### src/rtl/psp_pkg.sv
`default_nettype none
// ----------------------------------------------------------------------------
// psp_pkg: shared types and constants of the pat section parser
// request layout, parse phases, back-end states and pid bitmap geometry
// ----------------------------------------------------------------------------
package psp_pkg;

    // result kinds
    localparam logic KIND_ENTRY   = 1'b0;
    localparam logic KIND_SUMMARY = 1'b1;

    // bytes that the length value counts besides the entries: five header bytes and the crc
    localparam int SECT_FIXED = 9;
    localparam int CRC_BYTES  = 4;

    // pid bitmap: 8192 bits kept as rows of 32
    localparam int PID_W     = 13;
    localparam int MAP_ROW_W = 32;
    localparam int BIT_AW    = $clog2(MAP_ROW_W);
    localparam int MAP_ROWS  = (1 << PID_W) / MAP_ROW_W;
    localparam int ROW_AW    = $clog2(MAP_ROWS);

    // request queue between front and back
    localparam int Q_DEPTH = 4;
    localparam int Q_AW    = $clog2(Q_DEPTH);

    // packed output payload width, rounded up to whole bytes
    localparam int OUT_DW = 120;

    typedef enum logic [3:0] {
        PH_IDLE,
        PH_SKIP,
        PH_TID,
        PH_LEN_HI,
        PH_LEN_LO,
        PH_TSID_HI,
        PH_TSID_LO,
        PH_VER,
        PH_SEC,
        PH_LAST,
        PH_ENTRY,
        PH_CRC,
        PH_DONE
    } t_phase;

    typedef enum logic [1:0] {
        B_CLEAR,
        B_IDLE,
        B_CHECK
    } t_bstate;

    typedef struct packed {
        logic [7:0]  tid;
        logic [11:0] len;
        logic [15:0] tsid;
        logic [4:0]  ver;
        logic        cn;
        logic [7:0]  sec;
        logic [7:0]  last;
    } t_hdr;

    typedef struct packed {
        logic             kind;
        logic [15:0]      prog;
        logic [PID_W-1:0] pid;
        t_hdr             hdr;
        logic [31:0]      crc;
    } t_req;

    typedef struct packed {
        logic full;
        logic empty;
    } t_q_stat;

endpackage : psp_pkg
`default_nettype wire

### src/rtl/psp_queue.sv
`default_nettype none
// ----------------------------------------------------------------------------
// psp_queue: short request queue between parser and pid filter
// ----------------------------------------------------------------------------
module psp_queue
    import psp_pkg::*;
(
    input  wire       i_clk,
    input  wire       i_rst_n,
    input  wire       i_push,
    input  wire t_req i_req,
    input  wire       i_pop,
    output t_req      o_head,
    output t_q_stat   o_stat
);

    t_req            r_slot [Q_DEPTH];
    logic [Q_AW-1:0] r_wr_ptr;
    logic [Q_AW-1:0] r_rd_ptr;
    logic [Q_AW:0]   r_count;

    always_ff @(posedge i_clk) begin
        if (i_push) begin
            r_slot[r_wr_ptr] <= i_req;
        end
    end

    always_ff @(posedge i_clk) begin
        if (!i_rst_n) begin
            r_wr_ptr <= '0;
            r_rd_ptr <= '0;
            r_count  <= '0;
        end else begin
            if (i_push) begin
                r_wr_ptr <= r_wr_ptr + Q_AW'(1);
            end
            if (i_pop) begin
                r_rd_ptr <= r_rd_ptr + Q_AW'(1);
            end
            if (i_push && !i_pop) begin
                r_count <= r_count + (Q_AW+1)'(1);
            end else if (i_pop && !i_push) begin
                r_count <= r_count - (Q_AW+1)'(1);
            end
        end
    end

    assign o_head = r_slot[r_rd_ptr];
    assign o_stat = '{full:  (r_count == (Q_AW+1)'(Q_DEPTH)),
                      empty: (r_count == '0)};

endmodule : psp_queue
`default_nettype wire

### config.mk
export PLATFORM = sky130hd
export DESIGN_NAME = psp_queue
export DESIGN_NICKNAME = d
export VERILOG_FILES = /design/src/rtl/psp_pkg.sv /design/src/rtl/psp_queue.sv
export SDC_FILE = /design/constraint.sdc
export NUM_CORES = 1
export LEC_CHECK = 0
export BUFFER_PORTS_ARGS = -buffer_cell sky130_fd_sc_hd__buf_2
export CORE_MARGIN = 8
export CORE_UTILIZATION = 55
export CTS_CLUSTER_SIZE = 28
export DETAILED_ROUTE_END_ITERATION = 6
export GPL_TIMING_DRIVEN = 0
export PLACE_DENSITY = 0.76
export SYNTH_ARGS = -nofsm -noshare
export SYNTH_HDL_FRONTEND = slang
export SYNTH_SLANG_ARGS = --single-unit
### constraint.sdc
create_clock -name i_clk -period 5.45 [get_ports i_clk]
set_clock_uncertainty 0.1 [all_clocks]
set_input_delay 1.3625 -clock i_clk [delete_from_list [all_inputs] [get_ports i_clk]]
set_output_delay 1.3625 -clock i_clk [all_outputs]
set_load 0.01 [all_outputs]
# Word level (Yosys, flattened, before mapping)

Memory sizes are Yosys's and may differ from the RTL's. A register that Yosys moved wholly into a read port is not among the register bits.
Index checks and enable logic that the tools add are counted.
W data, S select, Z words.

Bits in registers: 7
RAM bits: 480
Input port bits: 124
Output and inout bits: 122
Logic and storage cells: 21
Memories: 1

Add/subtract/negate cells: 4
Eq/ne operators: 1
Muxes and demuxes: 6
Reductions and logical operators: 6

Memories:

| memory | depth | bits a word | rd ports | clocked after Yosys merged registers in | write ports | RTL line        | source |
|---|---|---|---|---|---|---|---|
| r_slot | 4     | 120         | 1        | 1                                       | 1           | psp_queue.sv:17 | `t_req r_slot [Q_DEPTH];` |

Operators with widths:

| operator              | count |
|---|---|
| $mux W3               | 2 |
| $add A2 B1 Y2 const B | 2 |
| $mux W2               | 2 |
| $add A3 B1 Y3 const B | 1 |
| $eq A3 B3 Y1 const B  | 1 |
| $logic_not A3 Y1      | 1 |
| $sub A3 B1 Y3 const B | 1 |
| $logic_and A1 B1 Y1   | 2 |
| $logic_not A1 Y1      | 2 |
| $mux W1               | 2 |
| $reduce_bool A2 Y1    | 1 |

# Depth between registers and ports, before layout

Depth in word-level cells: 4
Depth in mapped cells: 7
Mapped depth without buffers: 7

# Worst setup path after synthesis

Ideal clock, no wire load.

Path kind: input port to flip-flop
Start point: input i_push
End point: memory r_slot[0][0] in the netlist's numbering (enable)
Setup time: 0.493 ns
Arrival: 4.117 ns
Required time: 4.857 ns
Slack: 0.740 ns
Stages: 1
Path buffers: 0
Cells stage by stage: and2_1

Longest elaborated chain between the ends: 2

RTL lines:

| item                          | RTL line        | source |
|---|---|---|
| start, declared               | psp_queue.sv:10 | `input wire i_push,` |
| $mux W1                       | psp_queue.sv:23 | `if (i_push) begin` |
| $mux W1 (implied by the code) | psp_queue.sv:24 | `r_slot[r_wr_ptr] <= i_req;` |
| end, declared                 | psp_queue.sv:17 |  |

No other way between the ends.

==> results <==
- After routing the design area is 21300 um2.
- The overall die height is 196 um.
- Setup repair after global routing left no endpoint under its margin.
- The sum of overflow across all layers after global routing is 0.
- The floorplan row count is 65.
- Along the worst path, the maximum fanout reaches 10.
- The number of max-slew violations in the final report is 0.
- The worst relative slew slack is 41.4%.
- The critical path class is reg2out.
- The power density over cell area is 393 nW/um2.
- Post-CTS repair changed the size of 0 cells.
- The CTS tree is yes.
- From left edge to right edge, the die measures 196 um.
- The number of synthesis warnings is 0.
- At the worst endpoint, the required time is 3.99 ns.
- The number of I/O port buffers is 245.
- Synthesis produced 669 cells.
- In this run the most critical hold path is launched from r_count[2].
- The half-perimeter wire length after detailed placement is 21.7 mm.
- The wire length of the first global-routing pass is 51.1 mm.
- The combined area of all synthesized cells is 17800 um2.
- Of the total power, the share spent switching nets is 21.2%.
- The root buffer cell chosen for the clock tree is clkbuf_16.
- The clock tree synthesis step divided the H-tree into 2 levels.
- Max-cap violations in this run came to 0.
- The run finished with clean final reports.
- Cells with a size suffix above 1 make up 46.5% of the layout.
- The distinct cell type count of the synthesized netlist is 21.
- After clock tree synthesis, the flow added hold-fix buffers numbering 0.
- For the pin with the worst max-slew slack, the measured transition is 0.879 ns.
- When the netlist entered floorplanning its net count stood at 799.
- The maximum VDD drop is 0.320 mV.
- At the end of routability-driven placement, the weighted congestion stood at 0.697.
- The count of clock tree sinks is 489.
- The pre-antenna-repair detailed-routing pass consisted of 4 iterations.
- The share of power burned in the clock network is 38.1%.
- The worst register-to-register path has a setup slack of 3.56 ns.
- Relative to the synthesized area, the layout overhead comes to 19.8%.
- The worst setup path is launched from a flip-flop.
- For this design the top-level I/O count stands at 246.
- The number of global-route vias before repair came to 8609.
- The core area is 31600 um2.
- The worst hold path endpoint is r_count[2].
- The routed layout has 7983 vias.
- The number of buffers created by CTS is 47.
- The finished layout holds 1413 standard cells, fillers aside.
- The clock period could shrink to 4.04 ns.
- The share of the yosys chip area belonging to registers is 82.2%.
- The worst setup path is captured at an output pin.
- Clock latency on the worst-skew pair, taken at its later pin, is 0.54 ns.
- The layout net count is 1101.
- Summed over all layers, the routed wires come to 33.8 mm.
- The worst hold-check path type is reg2reg.
- Dividing the synthesized area by the synthesized cell count gives 26.5 um2.
- Setup violations remaining at the end of the flow were counted as 0.
- The via-per-instance ratio is 5.65.
- The cell area after placement is 19700 um2.
- STA puts the critical path data arrival time at 2.58 ns.
- The initial detailed-routing violation count is 391.
- Counting instances, the worst hold path has a depth of 2.
- The count of final hold-check violations is 0.
- Clock-pin slew was measured on the worst setup and hold paths at 0.06 ns.
- The fraction of power consumed by combinational cells is 9.8%.
- The die outline area is 38300 um2.
- The share of total power in sequential cells is 52.1%.
- The upper clock frequency limit is 247 MHz.
- The leakage power figure is 0.00722 uW.
- The count of unresolved DRC violations after routing is 0.
- Once the clock tree was built, the setup fixing pass inserted 0 buffers.
- Internal power comes to 6590 uW.
- In this run the critical register-to-register path is captured at r_slot[2][69].
- The startpoint of the worst-slack reg-to-reg timing path is r_wr_ptr[0].
- The effective utilization at floorplan is 56.1%.
- After detailed routing, the average wire length per cell comes to 23.9 um.
- The net switching power is 1770 uW.
- Including well taps, the total number of placed cells is 1324.
- The number of cells on the worst reg-to-reg path is 4.
- The total routing usage reported by global routing is 17.5%.
- The maximum number of pins on one net before global-route repair is 57.
- The final worst-path cycle share is 74.1%.
- The number of antenna violations at the first check in global routing is 11.
- Fill cells in the final layout number 1979.
- The count of nets left with antenna violations once routing finished came out at 0.
- Counting flops and latches in the post-synthesis netlist gives 489.
- No sink is reached through more buffers than the 3 on the longest clock path.
worst max-delay path, stage by stage (launching register included):
cell and delay, ns:
dfxtp_1 0.36, clkbuf_1 0.68, buf_2 0.44, mux4_2 0.40
buf_2 0.17
cells by family after synthesis:
logic type               share of synthesized area (%)
XOR/XNOR                                         0.247
multiplexers                                      15.3
flip-flops                                        82.2
adder cells (fa/ha/maj)                          0.465
AND/OR/NAND/NOR                                  0.514
AO/OA/AOI/OAI                                   0.0705
buffers and inverters                             1.16
per-stage QoR:
| stage | hold slack [ns] | TNS [ns] | util [%] | setup WS, ns | power (uW) |
|---|---|---|---|---|---|
| after floorplan | 0.372 | 0 | - | 0.740 | 4920 |
| after global placement | 0.399 | -722.70 | 61.6 | -1.54 | 5270 |
| after detailed placement | 0.460 | 0 | 62.3 | 1.92 | 5280 |
| after CTS | 0.468 | 0 | 67.2 | 1.33 | 8460 |
| after global routing | 0.500 | 0 | 67.2 | 1.21 | 8650 |
| final | 0.465 | 0 | 67.2 | 1.41 | 8370 |
cell type report:
type,instances,area (um2),share of cell area [%]
multi-input cells,150,2960,13.9
plain buffers,26,191,0.900
flip-flops and latches,489,14600,68.6
well taps,402,503,2.37
diodes,4,10.0,0.0471
clock buffers,55,1270,5.97
inverters,4,15.0,0.0706
clock inverters,30,272,1.28
repair buffers,253,1450,6.80
synth_stat cells:
cell type	n	area share, %
nand2_1	1	0.021
o21ai_0	1	0.028
dfxtp_1	9	1.0
buf_2	12	0.34
xor2_1	3	0.15
a21boi_0	1	0.042
mux4_2	120	15
fa_1	1	0.11
and2_1	9	0.32
buf_4	1	0.042
buf_6	10	0.63
edfxtp_1	480	81
ha_1	5	0.35
nor2b_1	2	0.070
nor3b_1	1	0.042
or3_1	1	0.035
mux2i_1	2	0.11
clkbuf_1	3	0.063
inv_1	4	0.085
xnor2_1	2	0.099
nor3_1	1	0.028
per-layer routing:
layer	part of all wire, %	GRT usage, %
met5	0.25	0
met4	1.7	4.60
met3	8.4	6.11
met2	49	27.9
met1	41	22.8
registers in the layout, indices dropped and copies added (netlist names), named ones only:
register,count
r_count,3
r_rd_ptr,2
r_slot,480
r_wr_ptr,2
how the worst max path moves through the flow:
stage / start / to / slack [ns] / cells after the start
2_1_floorplan: i_push / r_slot[0][0] / 0.74 / 1
3_3_place_gp: i_push / r_slot[3][72] / -1.54 / 2
3_5_place_dp: flip-flop / o_head[82] / 1.92 / 4
4_1_cts: flip-flop / o_head[82] / 1.33 / 4
5_1_grt: flip-flop / o_head[85] / 1.21 / 4
6_report: flip-flop / o_head[85] / 1.41 / 4
layout by cell type (no fill, tap or decap):
cell type,count
buf_16,8
dfxtp_1,9
and2_1,5
xnor2_1,2
clkinvlp_4,2
edfxtp_1,480
nand2_1,1
clkbuf_8,2
o21ai_0,1
buf_6,10
ha_1,5
buf_4,1
mux2i_1,2
buf_2,257
inv_1,4
diode_2,4
nor3b_1,1
bufinv_16,5
mux4_2,120
nor2b_1,2
nor3_1,1
clkinv_4,2
a21boi_0,1
clkbuf_1,7
clkbuf_16,49
clkinv_1,13
clkinv_2,8
xor2_1,3
and2_4,4
or3_1,1
fa_1,1
power groups by stage:
stage	clock (uW)	sequential (uW)	combinational [uW]
finish	3180	4360	820
floorplan	0	4450	473
CTS	3250	4360	844
global route	3390	4370	889
global placement	0	4470	801
detailed placement	0	4440	840
Power figures use the tool's default switching activity.
