==> config.mk <==
export PLATFORM = sky130hd
export DESIGN_NAME = psp_front
export DESIGN_NICKNAME = d
export VERILOG_FILES = /design/src/rtl/psp_pkg.sv /design/src/rtl/psp_front.sv
export SDC_FILE = /design/constraint.sdc
export NUM_CORES = 1
export LEC_CHECK = 0
export ABC_AREA = 0
export BUFFER_PORTS_ARGS = -buffer_cell sky130_fd_sc_hd__buf_2
export CAP_MARGIN = 15
export CORE_ASPECT_RATIO = 0.8
export CORE_MARGIN = 2
export CORE_UTILIZATION = 30
export CTS_CLUSTER_SIZE = 8
export DETAILED_ROUTE_END_ITERATION = 10
export PLACE_DENSITY_LB_ADDON = 0.3
export SYNTH_ARGS = -nofsm -noshare
export SYNTH_HDL_FRONTEND = slang
export SYNTH_SLANG_ARGS = --single-unit
==> constraint.sdc <==
create_clock -name i_clk -period 4.6 [get_ports i_clk]
set_clock_uncertainty 0.05 [all_clocks]
set_input_delay 0.92 -clock i_clk [delete_from_list [all_inputs] [get_ports i_clk]]
set_output_delay 0.92 -clock i_clk [all_outputs]
set_load 0.01 [all_outputs]
==> src/rtl/psp_pkg.sv <==
`default_nettype none
// ----------------------------------------------------------------------------
// psp_pkg: shared types and constants of the pat section parser
// request layout, parse phases, back-end states and pid bitmap geometry
// ----------------------------------------------------------------------------
package psp_pkg;

    // result kinds
    localparam logic KIND_ENTRY   = 1'b0;
    localparam logic KIND_SUMMARY = 1'b1;

    // bytes that the length value counts besides the entries: five header bytes and the crc
    localparam int SECT_FIXED = 9;
    localparam int CRC_BYTES  = 4;

    // pid bitmap: 8192 bits kept as rows of 32
    localparam int PID_W     = 13;
    localparam int MAP_ROW_W = 32;
    localparam int BIT_AW    = $clog2(MAP_ROW_W);
    localparam int MAP_ROWS  = (1 << PID_W) / MAP_ROW_W;
    localparam int ROW_AW    = $clog2(MAP_ROWS);

    // request queue between front and back
    localparam int Q_DEPTH = 4;
    localparam int Q_AW    = $clog2(Q_DEPTH);

    // packed output payload width, rounded up to whole bytes
    localparam int OUT_DW = 120;

    typedef enum logic [3:0] {
        PH_IDLE,
        PH_SKIP,
        PH_TID,
        PH_LEN_HI,
        PH_LEN_LO,
        PH_TSID_HI,
        PH_TSID_LO,
        PH_VER,
        PH_SEC,
        PH_LAST,
        PH_ENTRY,
        PH_CRC,
        PH_DONE
    } t_phase;

    typedef enum logic [1:0] {
        B_CLEAR,
        B_IDLE,
        B_CHECK
    } t_bstate;

    typedef struct packed {
        logic [7:0]  tid;
        logic [11:0] len;
        logic [15:0] tsid;
        logic [4:0]  ver;
        logic        cn;
        logic [7:0]  sec;
        logic [7:0]  last;
    } t_hdr;

    typedef struct packed {
        logic             kind;
        logic [15:0]      prog;
        logic [PID_W-1:0] pid;
        t_hdr             hdr;
        logic [31:0]      crc;
    } t_req;

    typedef struct packed {
        logic full;
        logic empty;
    } t_q_stat;

endpackage : psp_pkg
`default_nettype wire

==> src/rtl/psp_front.sv <==
`default_nettype none
// ----------------------------------------------------------------------------
// psp_front: section byte parser
// walks the section header, assembles entries and crc, pushes requests
// ----------------------------------------------------------------------------
module psp_front
    import psp_pkg::*;
(
    input  wire        i_clk,
    input  wire        i_rst_n,
    input  wire        i_accept,
    input  wire [7:0]  i_byte,
    input  wire        i_start,
    output logic       o_push,
    output t_req       o_req
);

    t_phase      r_phase, n_phase;
    logic [7:0]  r_skip, n_skip;
    logic [11:0] r_left, n_left;
    t_hdr        r_hdr, n_hdr;
    logic [31:0] r_asm, n_asm;

    logic [31:0] asm_nx;
    logic [11:0] left_nx;
    logic [7:0]  skip_nx;
    logic [11:0] area_sum;
    logic [11:0] area;

    assign asm_nx   = {r_asm[23:0], i_byte};
    assign left_nx  = r_left - 12'd1;
    assign skip_nx  = r_skip - 8'd1;
    // entry area rounded up to whole 4-byte entries
    assign area_sum = r_hdr.len - 12'(SECT_FIXED) + 12'd3;
    assign area     = (r_hdr.len > 12'(SECT_FIXED)) ? {area_sum[11:2], 2'b00} : 12'd0;

    always_ff @(posedge i_clk) begin
        if (!i_rst_n) begin
            r_phase <= PH_IDLE;
            r_skip  <= '0;
            r_left  <= '0;
            r_hdr   <= '0;
            r_asm   <= '0;
        end else begin
            r_phase <= n_phase;
            r_skip  <= n_skip;
            r_left  <= n_left;
            r_hdr   <= n_hdr;
            r_asm   <= n_asm;
        end
    end

    always_comb begin
        n_phase    = r_phase;
        n_skip     = r_skip;
        n_left     = r_left;
        n_hdr      = r_hdr;
        n_asm      = r_asm;
        o_push     = 1'b0;
        o_req.kind = KIND_ENTRY;
        o_req.prog = asm_nx[31:16];
        o_req.pid  = asm_nx[PID_W-1:0];
        o_req.hdr  = r_hdr;
        o_req.crc  = '0;

        if (i_accept) begin
            if (i_start) begin
                // pointer field: restart, dropping any section in progress
                n_hdr   = '0;
                n_asm   = '0;
                n_left  = '0;
                n_skip  = i_byte;
                n_phase = (i_byte == 8'd0) ? PH_TID : PH_SKIP;
            end else begin
                case (r_phase)
                    PH_SKIP: begin
                        n_skip = skip_nx;
                        if (skip_nx == 8'd0) begin
                            n_phase = PH_TID;
                        end
                    end
                    PH_TID: begin
                        n_hdr.tid = i_byte;
                        n_phase   = PH_LEN_HI;
                    end
                    PH_LEN_HI: begin
                        n_asm   = {24'd0, i_byte};
                        n_phase = PH_LEN_LO;
                    end
                    PH_LEN_LO: begin
                        n_hdr.len = {r_asm[3:0], i_byte};
                        n_phase   = PH_TSID_HI;
                    end
                    PH_TSID_HI: begin
                        n_asm   = {24'd0, i_byte};
                        n_phase = PH_TSID_LO;
                    end
                    PH_TSID_LO: begin
                        n_hdr.tsid = {r_asm[7:0], i_byte};
                        n_phase    = PH_VER;
                    end
                    PH_VER: begin
                        n_hdr.ver = i_byte[5:1];
                        n_hdr.cn  = i_byte[0];
                        n_phase   = PH_SEC;
                    end
                    PH_SEC: begin
                        n_hdr.sec = i_byte;
                        n_phase   = PH_LAST;
                    end
                    PH_LAST: begin
                        n_hdr.last = i_byte;
                        n_left     = area;
                        n_asm      = '0;
                        if (area == 12'd0) begin
                            n_skip  = 8'(CRC_BYTES);
                            n_phase = PH_CRC;
                        end else begin
                            n_phase = PH_ENTRY;
                        end
                    end
                    PH_ENTRY: begin
                        n_asm  = asm_nx;
                        n_left = left_nx;
                        if (left_nx[1:0] == 2'd0) begin
                            // full entry; the back end filters seen pids
                            o_push = 1'b1;
                            n_asm  = '0;
                            if (left_nx == 12'd0) begin
                                n_skip  = 8'(CRC_BYTES);
                                n_phase = PH_CRC;
                            end
                        end
                    end
                    PH_CRC: begin
                        n_asm  = asm_nx;
                        n_skip = skip_nx;
                        if (skip_nx == 8'd0) begin
                            o_push     = 1'b1;
                            o_req.kind = KIND_SUMMARY;
                            o_req.prog = '0;
                            o_req.pid  = '0;
                            o_req.crc  = asm_nx;
                            n_phase    = PH_DONE;
                        end
                    end
                    default: begin
                        // idle or after crc: byte ignored
                    end
                endcase
            end
        end
    end

endmodule : psp_front
`default_nettype wire

## Yosys cells after proc, flatten, opt, wreduce, memory -nomap -nowiden

Index checks and enable logic that the tools add are counted.

- Reduce and logical (&&, ||, !) cells: 27
- Magnitude comparators: 1
- Equality and inequality tests: 16
- Add/sub/neg operators: 4
- Multiplexer cells: 39

Operators by type and width:

| kind | count |
|---|---|
| 32-bit two-way mux | 4 |
| 30-bit two-way mux | 4 |
| 24-bit one-hot mux with 4 select lines | 1 |
| 58-bit two-way mux | 1 |
| 8-bit two-way mux | 7 |
| 24-bit two-way mux | 2 |
| 4-bit one-hot mux with 11 select lines | 1 |
| 12-bit two-way mux | 3 |
| 12-bit logical NOT | 2 |
| 12-bit one-hot mux with 2 select lines | 1 |
| 8-bit one-hot mux with 3 select lines | 1 |
| 4-bit two-way mux | 5 |
| 4-bit by 3-bit equality test with 1-bit output (second input constant) | 4 |
| 4-bit equality test (second input constant) | 4 |
| 8-bit logical NOT | 2 |
| 16-bit two-way mux | 1 |
| 2-bit AND reduction | 8 |
| 3-bit inequality test (second input constant) | 5 |
| 12-bit by 2-bit adder with 12-bit output (second input constant) | 1 |
| 12-bit by 4-bit > comparator with 1-bit output (second input constant) | 1 |
| 12-bit nonzero test | 1 |
| 2-bit nonzero test | 6 |
| 12-bit by 1-bit subtractor with 12-bit output (second input constant) | 1 |
| 12-bit by 4-bit subtractor with 12-bit output (second input constant) | 1 |
| 14 further kinds | 20 |

- Input port bits: 12
- Output and inout port bits: 121
- Register bits after elaboration: 106
- Word-level logic and storage cells: 98

## Depth between registers and ports, before layout

Gate-level depths: netlist (run 1).

- Depth in word-level cells: 7
- Depth in mapped cells: 12
- Gate-level depth less buffers: 9

## Worst setup path before layout (run 1)

No wires, ideal clock.

- Kind: reg-to-output
- Start: reg r_skip[0]
- End: out o_req[23] (netlist name)
- Required time: 3.630 ns
- Slack: 1.244 ns
- Path buffers: 1
- Stages on the path, launching flop included: 8
- Arrival: 2.386 ns
- Path through: dfxtp_1 or3_1 nor3_1 xnor2_1 o2111ai_1 nor3b_1 clkbuf_1 and2_1

RTL lines:

| what | RTL line | RTL |
|---|---|---|
| start, declared | psp_front.sv:19 | `logic [7:0] r_skip, n_skip;` |
| start signal, assigned | psp_front.sv:46 | `r_skip <= n_skip;` |
| end, declared | psp_front.sv:15 | `output t_req o_req` |

==> flow_summary.yaml, run 1 <==
run:
  drv_cap: 0
drt:
  drc: 0
  via_per_inst: 4.99
  wl_per_cell_um: 15.8
  drtIter0Drc: 429
  wl_mm: 16.9
  num_vias: 5344
  firstDrtPassIters: 5
  ant_nets: 0
yosys:
  ys_warn_count: 0
  synthTopCellsByCount: "106 x dfxtp_1, 104 x nor2_1, 56 x mux2i_1"
  synth_fp_nets: 725
  synth_seq_cells: 106
  syn_inst: 708
  synth_cell_types: 61
  netlist.area_leader.share_pct: 37.2
  synth-main-ff-cell: "dfxtp_1"
  async_flop_share_pct: 0
  yosysMostFrequentCell: "dfxtp_1"
  avgSynthCellArea_um2: 8.05
  synth-seq-area-share_pct: 37.2
  ys_top_cells_by_area: "dfxtp_1 37%, mux2i_1 9.8%, nor2_1 6.8%"
  netlist_area_mm2: 0.00570
  synth-edff-count: 0
  synth_area_leader_cell: "dfxtp_1"
power:
  p_per_area_mw_per_mm2: 284
  power.share.clock_pct: 37.1
  switching_power_mw: 0.527
  total_power_mw: 1.93
  vdd_drop_max_mv: 0.185
  internal-power_mw: 1.41
  power.share.combinational_pct: 13.0
  pwr-share-seq_pct: 50.0
  p_leak_nw: 3.17
  swShare_pct: 27.2
clock_network:
  cts_buffer_depth: 2
  htreeDepth: 3
  cts_resized: 0
  holdBufCountCts: 0
  root_buffer: "clkbuf_16"
  clkTransAtPathRegs_ns: 0.07
  cts_setup_buffers: 0
  cts_tree: "built"
  cts-buffers-inserted: 9
  clk_latency_ns: 0.35
  clkSinkCount: 106
final_layout:
  n_antenna_cell: 0
  drive_above_1_share_pct: 21.2
  area_delta_synth_final_pct: 19.4
  finalNetCount: 825
timing:
  hold_violations: 0
  final_max_slew_viol_count: 0
  setup_tns_ns: 0
  rsz0062_at_grt: "no"
  tightest_slew_ns: 1.03
  fin_crit_ns: 3.74
  max_freq_ghz: 0.268
  finalCritPeriodShare_pct: 81.3
  setup_viol_count_final: 0
  relSlewSlack_pct: 31.1
  whs_ns: 0.405
worst_setup_path:
  slowest_delay_ns: 0.43
  critPathBufInv: 3
  crit_required_ns: 3.63
  cp.arrival_ns: 2.77
  timing.critical_path.depth: 10
  cp_max_fo: 63
  endpoint: "o_req[30]"
  cp-startpoint: "r_skip[0]$_SDFFE_PN0P_"
  r2r_end: "r_skip[3]$_SDFFE_PN0P_"
  r2r_cells: 8
  reg2reg_slack_ns: 1.55
  reg2reg_from: "o_req[71]$_SDFFE_PN0P_"
  crit_family: "simple AND/OR/NAND/NOR gates"
  start_kind: "flop"
  cp_slowest_cell: "buf_4"
  path_cells: "inv_1 -> ha_1 -> nand2b_1 -> nor4_1 -> xnor2_1 -> o2111ai_1 -> nor3b_2 -> buf_4 -> and2_1 -> buf_2"
  cp-end-kind: "primary output"
  criticalPathCategory: "reg2out"
grt:
  antenna_found_initial: 0
  grt_pass1_wl_mm: 26.4
  grt_pass1_vias: 4767
  grt_overflow: 0
  grt_max_degree: 72
  grt_use_total_pct: 16.8
floorplan:
  placementRows: 45
  ioPinCount: 133
  core_area_mm2: 0.0188
  die_area_mm2: 0.0201
  die_y_um: 127
  die_w_um: 158
  start_util_pct: 30.3
placed_design:
  gp_congestion: 0.810
  hpwl_mm: 12.0
  io_buffers: 132
worst_hold_path:
  hp-class: "reg2reg"
outcome:
  status: "completed"
routing by layer:
layer  vias up  global-route usage, %  wire length, um  part of all wire [%]
met4         0                   4.82              200                   1.2
met3        15                   5.66             1260                   7.5
met1      2521                   23.6             8040                    48
met2       142                   24.5             7380                    44
met5         -                      0                0                     0
li1       2666                      -                -                     -
placed cells by master (no fill, tap or decap), drive strengths merged, types with 21 or more instances in the layout:
cell,synthesis,layout
a21oi,53,53
nor2b,46,46
nand2,46,46
o21ai,29,29
nor2,104,104
mux2i,56,56
nand3,21,21
and2,34,34
dfxtp,106,106
buf,8,140
state kept, by name (all words and copies together), names as in the netlist:
| name | count |
|---|---|
| r_asm | 24 |
| r_phase | 4 |
| r_left | 12 |
| o_req | 58 |
| r_skip | 8 |
power by group through the flow:
| stage | Combinational (mW) | Sequential, mW | Clock [mW] |
|---|---|---|---|
| 2_1_floorplan | 0.179 | 0.983 | 0 |
| 3_3_place_gp | 0.249 | 0.987 | 0 |
| 3_5_place_dp | 0.248 | 0.987 | 0 |
| 4_1_cts | 0.249 | 0.966 | 0.745 |
| 5_1_grt | 0.278 | 0.970 | 0.778 |
| 6_report | 0.251 | 0.966 | 0.717 |
cells by family after synthesis:
family / count (synthesis) / share of synthesized area [%]
DFF: 106 / 37.2
AOI/OAI and AO/OA: 141 / 15.8
adders and majority gates: 6 / 1.27
and+or+nand+nor: 324 / 28.8
buffers and inverters: 61 / 4.92
muxes: 56 / 9.83
xor gates and xnor gates: 14 / 2.15
how the worst min path moves through the flow:
| stage | start | endpoint | depth (start not counted) |
|---|---|---|---|
| 6_report | o_req[67]$_SDFFE_PN0P_ | o_req[67]$_SDFFE_PN0P_ | 2 |
| 5_1_grt | o_req[67]$_SDFFE_PN0P_ | o_req[67]$_SDFFE_PN0P_ | 2 |
| 4_1_cts | o_req[66]$_SDFFE_PN0P_ | o_req[66]$_SDFFE_PN0P_ | 2 |
| 3_5_place_dp | o_req[66]$_SDFFE_PN0P_ | o_req[66]$_SDFFE_PN0P_ | 2 |
| 3_3_place_gp | o_req[66]$_SDFFE_PN0P_ | o_req[66]$_SDFFE_PN0P_ | 2 |
| 2_1_floorplan | r_asm[16]$_SDFFE_PN0P_ | r_asm[16]$_SDFFE_PN0P_ | 2 |
worst min-delay path, delay by kind of cell, from the launching register on:
| kind | cells | cell delay (ns) |
|---|---|---|
| flops | 1 | 0.31 |
| compound gates | 1 | 0.05 |
| simple gates | 1 | 0.05 |
through the flow:
step | area (um^2) | std cells | utilization (%) | setup WS, ns
floorplan | 5700 | 708 | - | 1.24
global placement | 6520 | 1054 | 34.7 | 1.21
detailed placement | 6520 | 1054 | 34.7 | 1.17
CTS | 6790 | 1070 | 36.1 | 0.841
global route | 6810 | 1071 | 36.2 | 0.527
finish | 6810 | 1071 | 36.2 | 0.862
final cells by class:
class                      count  area [um^2]
timing repair buffer         140          741
clock inverter                 5         40.0
inverter                      10         37.5
tap                          258          323
fill                        1999        12000
multi-input combinational    541         3310
sequential                   106         2120
clock buffer                  11          233
(Power assumes the default switching activity.)
==> run 2, diff against run 1 <==
clock period = 3.4 ns   (was 4.6 ns; I/O delays follow)
==> flow_summary.yaml, run 2 (synthesized netlist as in run 1, its figures left out) <==
worst_setup_path:
  criticalPathCategory: "reg2out"
  cp.arrival_ns: 2.49
  r2r_cells: 8
  crit_required_ns: 2.67
  start_kind: "flop"
  cp_max_fo: 31
  reg2reg_from: "o_req[74]$_SDFFE_PN0P_"
  reg2reg_slack_ns: 0.47
  r2r_end: "r_skip[7]$_SDFFE_PN0P_"
  cp-end-kind: "primary output"
timing:
  setup_viol_count_final: 0
  setup_tns_ns: 0
  finalCritPeriodShare_pct: 94.7
  rsz0062_at_grt: "no"
  final_max_slew_viol_count: 0
  tightest_slew_ns: 1.11
  fin_crit_ns: 3.22
  hold_violations: 0
  max_freq_ghz: 0.311
  relSlewSlack_pct: 25.5
final_layout:
  fill_cells: 2003
  fin_util_pct: 37.0
  n_antenna_cell: 0
  instances_no_fill: 1085
  final_common_cell: "buf_2"
  area_delta_synth_final_pct: 22.0
  largest_reg_flops: 58
  drive_above_1_share_pct: 23.3
  final_cell_mix: "132 x buf_2, 104 x nor2_1, 104 x dfxtp_1"
  finalNetCount: 839
grt:
  grt_overflow: 0
  antenna_found_initial: 0
  grt_max_degree: 64
  grt_use_total_pct: 17.1
  grt_pass1_wl_mm: 27.2
  grt_pass1_vias: 4763
drt:
  drc: 0
  via_per_inst: 4.93
  wl_per_cell_um: 15.9
  drtIter0Drc: 369
  firstDrtPassIters: 5
  num_vias: 5345
  ant_nets: 0
  wl_mm: 17.3
clock_network:
  clkTransAtPathRegs_ns: 0.07
  cts-buffers-inserted: 9
  cts_buffer_depth: 2
  clk_latency_ns: 0.35
  root_buffer: "clkbuf_16"
  cts_tree: "built"
  htreeDepth: 3
  clkSinkCount: 106
  holdBufCountCts: 0
power:
  power.share.combinational_pct: 13.2
  vdd_drop_max_mv: 0.307
  internal-power_mw: 1.95
  switching_power_mw: 0.731
  p_per_area_mw_per_mm2: 386
  swShare_pct: 27.2
  total_power_mw: 2.68
  power.share.clock_pct: 38.1
  pwr-share-seq_pct: 48.7
  p_leak_nw: 3.24
placed_design:
  hpwl_mm: 12.1
  dp.cells: 1067
  io_buffers: 132
  gp_congestion: 0.799
floorplan:
  core_area_mm2: 0.0188
  ioPinCount: 133
  die_w_um: 158
  placementRows: 45
  start_util_pct: 30.3
  die_y_um: 127
  die_area_mm2: 0.0201
worst_hold_path:
  min_from: "o_req[67]$_SDFFE_PN0P_"
  hp-class: "reg2reg"
  hold_end: "o_req[67]$_SDFFE_PN0P_"
  whs_path_depth: 2
run:
  drv_cap: 0
outcome:
  status: "completed"
-- run 2: worst max-delay path, cell delays in order (launching register included) --
cell and delay, ns:
dfxtp_2 0.34, inv_1 0.08, ha_2 0.20, nand2b_1 0.10
nor4_2 0.18, xnor2_1 0.21, o2111ai_2 0.20, nor3b_2 0.19
buf_4 0.17, buf_8 0.20, and2_1 0.14, buf_2 0.12
-- run 2: layout make-up --
class                   instances  area (um^2)  share of cell area, %
well taps                     258          323                   4.64
inverters                      10         37.5                  0.540
clock inverters                 4         32.5                  0.468
multi-input cells             541         3330                   47.9
repair buffers                154          851                   12.2
clock buffers                  12          256                   3.69
flip-flops and latches        106         2120                   30.5
-- run 2: power groups by stage --
stage / sequential (mW) / clock (mW) / combinational, mW
2_1_floorplan: 1.33 / 0 / 0.242
3_3_place_gp: 1.33 / 0 / 0.349
3_5_place_dp: 1.33 / 0 / 0.347
4_1_cts: 1.30 / 1.05 / 0.348
5_1_grt: 1.31 / 1.10 / 0.388
6_report: 1.31 / 1.02 / 0.353
-- run 2: what timing repair did --
item	in CTS	in global routing
setup endpoints to repair	0	63
setup buffers	0	1
gates resized for setup	0	8
-- run 2: how the worst max path moves through the flow --
stage / startpoint / to / slack (ns) / cells past startpoint
after floorplan: r_skip[0]$_SDFFE_PN0P_ / o_req[23] / 0.28 / 7
after global placement: r_skip[0]$_SDFFE_PN0P_ / o_req[30] / 0.46 / 10
after detailed placement: r_skip[0]$_SDFFE_PN0P_ / o_req[30] / 0.41 / 10
after CTS: r_skip[0]$_SDFFE_PN0P_ / o_req[30] / 0.007 / 10
after global routing: r_skip[1]$_SDFFE_PN0P_ / o_req[24] / 0.02 / 11
final: r_skip[0]$_SDFFE_PN0P_ / o_req[19] / 0.18 / 11
-- run 2: routing by layer --
layer  share of wire [%]  global-route usage [%]  vias to the layer above
li1                    -                       -                     2696
met4                0.74                    3.82                        0
met2                  45                    25.0                      134
met5                   0                       0                        -
met1                  48                    24.5                     2505
met3                 7.0                    5.46                       10
-- run 2: per-stage QoR --
step / hold WS, ns / worst slack (ns) / instance area (um^2)
3_5_place_dp: 0.394 / 0.407 / 6620
5_1_grt: 0.422 / 0.0183 / 6960
2_1_floorplan: 0.386 / 0.284 / 5700
3_3_place_gp: 0.393 / 0.460 / 6620
6_report: 0.399 / 0.181 / 6960
4_1_cts: 0.404 / 0.00651 / 6910
